==> src/hdl/mersenne_twister_generator_top_defines.svh <==
// Assertion macros used by the generator's engine module.
`ifndef MERSENNE_TWISTER_GENERATOR_TOP_DEFINES_SVH
`define MERSENNE_TWISTER_GENERATOR_TOP_DEFINES_SVH

`ifndef SYNTHESIS

`define MTG_ASSERT(name, clk, rst, prop) \
   name: assert property (@(posedge clk) disable iff (rst) prop) \
      else $error("generator assertion failed");

`define MTG_ASSERT_NEVER(name, clk, rst, cond) \
   `MTG_ASSERT(name, clk, rst, !(cond))

`else

`define MTG_ASSERT(name, clk, rst, prop)

`define MTG_ASSERT_NEVER(name, clk, rst, cond)

`endif

`endif

==> src/hdl/mtg_pkg.sv <==
package mtg_pkg;

   localparam int unsigned WORD_W    = 32;
   localparam int unsigned STORE_LEN = 624;
   localparam int unsigned SHIFT_M   = 397;
   localparam int unsigned IDX_W     = $clog2(STORE_LEN);

   // The queue pointers wrap by overflow, so the depth is a power of two.
   localparam int unsigned QUEUE_DEPTH = 2;
   localparam int unsigned QPTR_W      = $clog2(QUEUE_DEPTH);
   localparam int unsigned QCNT_W      = $clog2(QUEUE_DEPTH + 1);

   localparam logic [IDX_W-1:0]  LAST_IDX   = IDX_W'(STORE_LEN - 1);
   localparam logic [WORD_W-1:0] TWIST_XOR  = 32'h9908_b0df;
   localparam logic [WORD_W-1:0] TEMPER_B   = 32'h9d2c_5680;
   localparam logic [WORD_W-1:0] TEMPER_C   = 32'hefc6_0000;
   localparam logic [WORD_W-1:0] LCG_MULT   = 32'd69069;
   localparam logic [WORD_W-1:0] SEED_RESET = 32'd4357;

   typedef enum logic {
      OP_DRAW,
      OP_RESEED
   } op_type;

   typedef enum logic [1:0] {
      ST_IDLE,
      ST_SEED,
      ST_ISSUE,
      ST_CALC
   } state_type;

   typedef struct packed {
      logic   valid;
      op_type op;
   } head_type;

   function automatic logic [WORD_W-1:0] temper(input logic [WORD_W-1:0] value);
      logic [WORD_W-1:0] y;
      y = value;
      y = y ^ (y >> 11);
      y = y ^ ((y << 7) & TEMPER_B);
      y = y ^ ((y << 15) & TEMPER_C);
      y = y ^ (y >> 18);
      return y;
   endfunction

endpackage

==> src/hdl/mtg_req_if.sv <==
interface mtg_req_if;
   logic valid;
   logic ready;
   logic reseed;

   modport source (output valid, output reseed, input ready);
   modport sink (input valid, input reseed, output ready);
endinterface

==> src/hdl/mtg_front.sv <==
module mtg_front (
   input  logic              clock,
   input  logic              reset,
   mtg_req_if.sink           req_chan,
   input  logic              pop,
   output mtg_pkg::head_type head
);

   mtg_pkg::op_type             q_ff [mtg_pkg::QUEUE_DEPTH];
   logic [mtg_pkg::QPTR_W-1:0] wr_ptr_ff, wr_ptr_in;
   logic [mtg_pkg::QPTR_W-1:0] rd_ptr_ff, rd_ptr_in;
   logic [mtg_pkg::QCNT_W-1:0] count_ff, count_in;
   logic                        push;
   mtg_pkg::op_type             push_op;

   assign req_chan.ready = (count_ff != mtg_pkg::QCNT_W'(mtg_pkg::QUEUE_DEPTH));
   assign push           = req_chan.valid && req_chan.ready;
   assign push_op        = req_chan.reseed ? mtg_pkg::OP_RESEED : mtg_pkg::OP_DRAW;

   assign head.valid = (count_ff != '0);
   assign head.op    = q_ff[rd_ptr_ff];

   always_comb begin
      wr_ptr_in = wr_ptr_ff;
      rd_ptr_in = rd_ptr_ff;
      count_in  = count_ff;
      if (push) begin
         wr_ptr_in = wr_ptr_ff + mtg_pkg::QPTR_W'(1);
      end
      if (pop) begin
         rd_ptr_in = rd_ptr_ff + mtg_pkg::QPTR_W'(1);
      end
      if (push && !pop) begin
         count_in = count_ff + mtg_pkg::QCNT_W'(1);
      end else if (pop && !push) begin
         count_in = count_ff - mtg_pkg::QCNT_W'(1);
      end
   end

   always_ff @(posedge clock) begin
      if (reset) begin
         wr_ptr_ff <= '0;
         rd_ptr_ff <= '0;
         count_ff  <= '0;
      end else begin
         wr_ptr_ff <= wr_ptr_in;
         rd_ptr_ff <= rd_ptr_in;
         count_ff  <= count_in;
      end
   end

   always_ff @(posedge clock) begin
      if (push) begin
         q_ff[wr_ptr_ff] <= push_op;
      end
   end

endmodule

==> src/flat_wrapper.sv <==
// flat-port wrapper written by rule: the top's interface ports become plain ports
module mtg_front_flat 
  (clock, reset, pop, head, req_chan_valid, req_chan_reseed, req_chan_ready);
  mtg_req_if req_chan_i ();
  input  logic clock;
  input  logic reset;
  input  logic pop;
  output mtg_pkg::head_type head;
  input wire logic [$bits(req_chan_i.valid)-1:0] req_chan_valid;
  input wire logic [$bits(req_chan_i.reseed)-1:0] req_chan_reseed;
  output wire logic [$bits(req_chan_i.ready)-1:0] req_chan_ready;
  assign req_chan_i.valid = req_chan_valid;
  assign req_chan_i.reseed = req_chan_reseed;
  assign req_chan_ready = req_chan_i.ready;
  mtg_front u_core (.clock(clock), .reset(reset), .req_chan(req_chan_i), .pop(pop), .head(head));
endmodule
==> config.mk <==
export PLATFORM = sky130hd
export DESIGN_NAME = mtg_front_flat
export DESIGN_NICKNAME = d
export VERILOG_FILES = /design/src/hdl/mersenne_twister_generator_top_defines.svh /design/src/hdl/mtg_pkg.sv /design/src/hdl/mtg_req_if.sv /design/src/hdl/mtg_front.sv /design/src/flat_wrapper.sv
export SDC_FILE = /design/constraint.sdc
export NUM_CORES = 1
export LEC_CHECK = 0
export ABC_CLOCK_PERIOD_IN_PS = 1800
export BUFFER_PORTS_ARGS = -buffer_cell sky130_fd_sc_hd__buf_4
export CAP_MARGIN = 0
export CORE_AREA = 8 8 45 47
export CTS_BUF_LIST = sky130_fd_sc_hd__clkbuf_8 sky130_fd_sc_hd__clkbuf_16
export CTS_CLUSTER_SIZE = 16
export DETAILED_ROUTE_END_ITERATION = 6
export DIE_AREA = 0 0 53 55
export GPL_TIMING_DRIVEN = 0
export HOLD_SLACK_MARGIN = 0.1
export SLEW_MARGIN = 20
export SYNTH_ARGS = -nofsm -noshare
export SYNTH_HDL_FRONTEND = slang
export SYNTH_SLANG_ARGS = --single-unit
==> constraint.sdc <==
create_clock -name clock -period 1.8 [get_ports clock]
set_input_delay 0.27 -clock clock [delete_from_list [all_inputs] [get_ports clock]]
set_output_delay 0.27 -clock clock [all_outputs]
set_load 0.01 [all_outputs]
==> results.tsv <==
stage	metric	value	unit
worst_setup_path	Worst R2R Start	u_core.count_ff[0]$_SDFFE_PP0P_	
grt	largest net degree at the start of global routing	6	
pwr	PD cells	1300	mW/mm2
clock_network	clock net sink count	7	
worst_setup_path	critical path startpoint category	register	
floorplan	Starting Density	21.2	%
clock_network	root buffer cell	clkbuf_8	
timing	Slew Limit Headroom	88.4	%
synthesis	syn nets	33	
cells_and_area	commonest non-fill, non-tap cells in the layout	7 x buf_4, 5 x dfxtp_1, 3 x inv_1, 3 x nor2_1, 3 x clkbuf_8	
pwr	sw frac	25.0	%
grt	vias in the first global route	219	
worst_setup_path	Setup crit end kind	register	
pwr	LEAKAGE	0.190	nW
timing	slew at the pin with the worst max-slew slack	173	ps
timing	Tmin final	1600	ps
drt	Initial DRT Pass Iterations	2	
grt	first-pass GRT wire length	903	um
pwr	logic gate share of total power	22.0	%
cells_and_area	commonest non-fill, non-tap cell in the layout	buf_4	
floorplan	chip width	53	um
pwr	Switching Power	0.000133	W
pwr	P_int	0.000400	W
pwr	Clk pwr share	40.0	%
floorplan	Ports	8	
clock_network	H-tree depth	1	
cells_and_area	fin nets	45	
synthesis	Post-Synthesis Cells	27	
timing	RSZ-0062 raised after global routing	no	
drt	Routed WL	516	um
clock_network	Clk Latency, worst-skew pair	230	ps
clock_network	CTS tree	built	
timing	Worst Skew	2.26	ps
drt	via count	220	
synthesis	#FFs+latches synth	7	
cells_and_area	layout cells sized above 1	26.3	%
drt	Antenna Nets Post-Route	0	
drt	drc violations	0	
grt	initial antenna violation count	0	
synthesis	Synth cell types	17	
timing	Setup TNS	0	ps
synthesis	synth warn	0	
synthesis	Synth Cell Area	293	um2
floorplan	Die Footprint	0.00292	mm2
floorplan	core region area	0.00138	mm2
cells_and_area	Area growth, synth to finish	40.2	%
placed_design	dpl hpwl	390	um
drt	via/cell ratio	4.07	
worst_setup_path	crit-path cells	nand2b_1, and2_1, ha_1, or3_1, a21oi_1	
timing	Final Cycle Share	88.7	%
clock_network	cts bufs inserted	3	
timing	max-slew violations	0	
worst_setup_path	CP peak stage delay	370	ps
worst_setup_path	crit path launch	u_core.count_ff[0]$_SDFFE_PP0P_	
worst_setup_path	WP data required	1960	ps
pwr	Reg power frac	38.0	%
timing	Final setup viols	0	
grt	global route overflow	0	
worst_setup_path	CP Class	register to register	
worst_hold_path	hold_sp	req_chan_reseed	
floorplan	Rows	14	
placed_design	GP Congestion	0.659	
clock_network	Post-CTS Hold Buffers	0	
clock_network	Reg clk slew, reported paths	40	ps
worst_setup_path	Crit Path Max Fanout	5	
worst_setup_path	Worst path slowest cell	or3_1	
worst_hold_path	worst hold path class	input pin to register	
clock_network	CTS Buffer Depth	2	
floorplan	DIE HEIGHT	55	um
placed_design	input/output buffers	7	
drt	Avg WL per Cell	9.56	um
placed_design	Place WS	199	ps
pwr	VDD IR-drop max	463	uV
worst_setup_path	delay-heaviest family, CP	simple AND/OR/NAND/NOR gates	
status	status	completed	
worst_setup_path	crit path DAT	1760	ps
flow_run	max-cap violations	0	
drt	Starting DRT DRC Count	5	
synthesis	Seq/Total Area, Yosys	54.7	%
clock_network	setup repair bufs after CTS	0	
timing	fmax	0.627	GHz
worst_setup_path	number of buffers and inverters on the critical path	0	
synthesis	Mapped Avg Cell Area	10.8	um2
cells_and_area	n_diodes	0	
timing	setup slack after layout	204	ps
grt	GR Util All Layers	5.04	%
clock_network	Post-CTS Resized	0	
timing	endpoints failing hold	0	
power by group through the flow:
stage / sequential, W / combinational [W] / clock [W]
floorplan: 0.000202 / 0.0000739 / 0
global placement: 0.000206 / 0.000118 / 0
global route: 0.000207 / 0.000132 / 0.000234
CTS: 0.000203 / 0.000120 / 0.000224
detailed placement: 0.000206 / 0.000119 / 0
finish: 0.000202 / 0.000117 / 0.000213
cell families (layout without fill, tap and decap cells):
family | after synthesis | count (layout) | share of synthesized area, %
fa+ha+maj | 1 | 1 | 4.27
flops | 7 | 7 | 54.7
mux | 1 | 1 | 3.85
simple gates | 9 | 9 | 17.1
xor+xnor | 3 | 3 | 8.98
buf+inv | 2 | 13 | 2.57
compound gates | 4 | 4 | 8.55
metal layers:
metal	GRT usage, %	part of all wire (%)	vias up
li1	-	-	112
met2	6.25	42	7
met4	7.76	6.6	0
met5	0	0	-
met1	4.14	41	96
met3	4.01	9.7	5
path summary, 6_finish.rpt:
check | endpoint | slack (ps) | depth (start not counted)
worst max register to register | u_core.count_ff[1]$_SDFFE_PP0P_ | 200 | 5
worst min register to register | u_core.count_ff[1]$_SDFFE_PP0P_ | 490 | 2
worst max-delay path | u_core.count_ff[1]$_SDFFE_PP0P_ | 200 | 5
worst min-delay path | u_core.q_ff[0]$_DFFE_PP_ | 230 | 1
area by class of cell:
class,count,area [um2]
Timing Repair Buffer,7,52.6
Multi-Input combinational cell,18,125
Sequential cell,7,160
Fill cell,152,973
Inverter,2,7.51
Clock buffer,3,41.3
Tap cell,16,20.0
Clock inverter,1,3.75
Yosys cell counts:
library cell | instances | area share [%]
mux2_1 | 1 | 3.8
xnor2_1 | 1 | 3.0
ha_1 | 1 | 4.3
and3_1 | 1 | 2.1
dfxtp_1 | 5 | 34
o21ai_0 | 1 | 1.7
or3_1 | 1 | 2.1
nand3b_1 | 1 | 2.6
nor2_1 | 3 | 3.8
and2_1 | 1 | 2.1
edfxtp_1 | 2 | 21
nand2b_1 | 1 | 2.1
a21oi_1 | 2 | 3.4
xor2_1 | 2 | 6.0
inv_1 | 2 | 2.6
a21bo_1 | 1 | 3.4
or2_1 | 1 | 2.1
stage by stage:
| step | total power [W] | std cells | util [%] | hold WS (ps) | instance area [um2] |
|---|---|---|---|---|---|
| 2_1_floorplan | 0.000276 | 27 | - | 339 | 293 |
| 3_3_place_gp | 0.000323 | 50 | 26.4 | 462 | 365 |
| 3_5_place_dp | 0.000325 | 50 | 26.4 | 459 | 365 |
| 4_1_cts | 0.000547 | 54 | 29.7 | 218 | 410 |
| 5_1_grt | 0.000574 | 54 | 29.7 | 215 | 410 |
| 6_report | 0.000533 | 54 | 29.7 | 228 | 410 |
No activity file was read; power rests on OpenSTA's default activity.
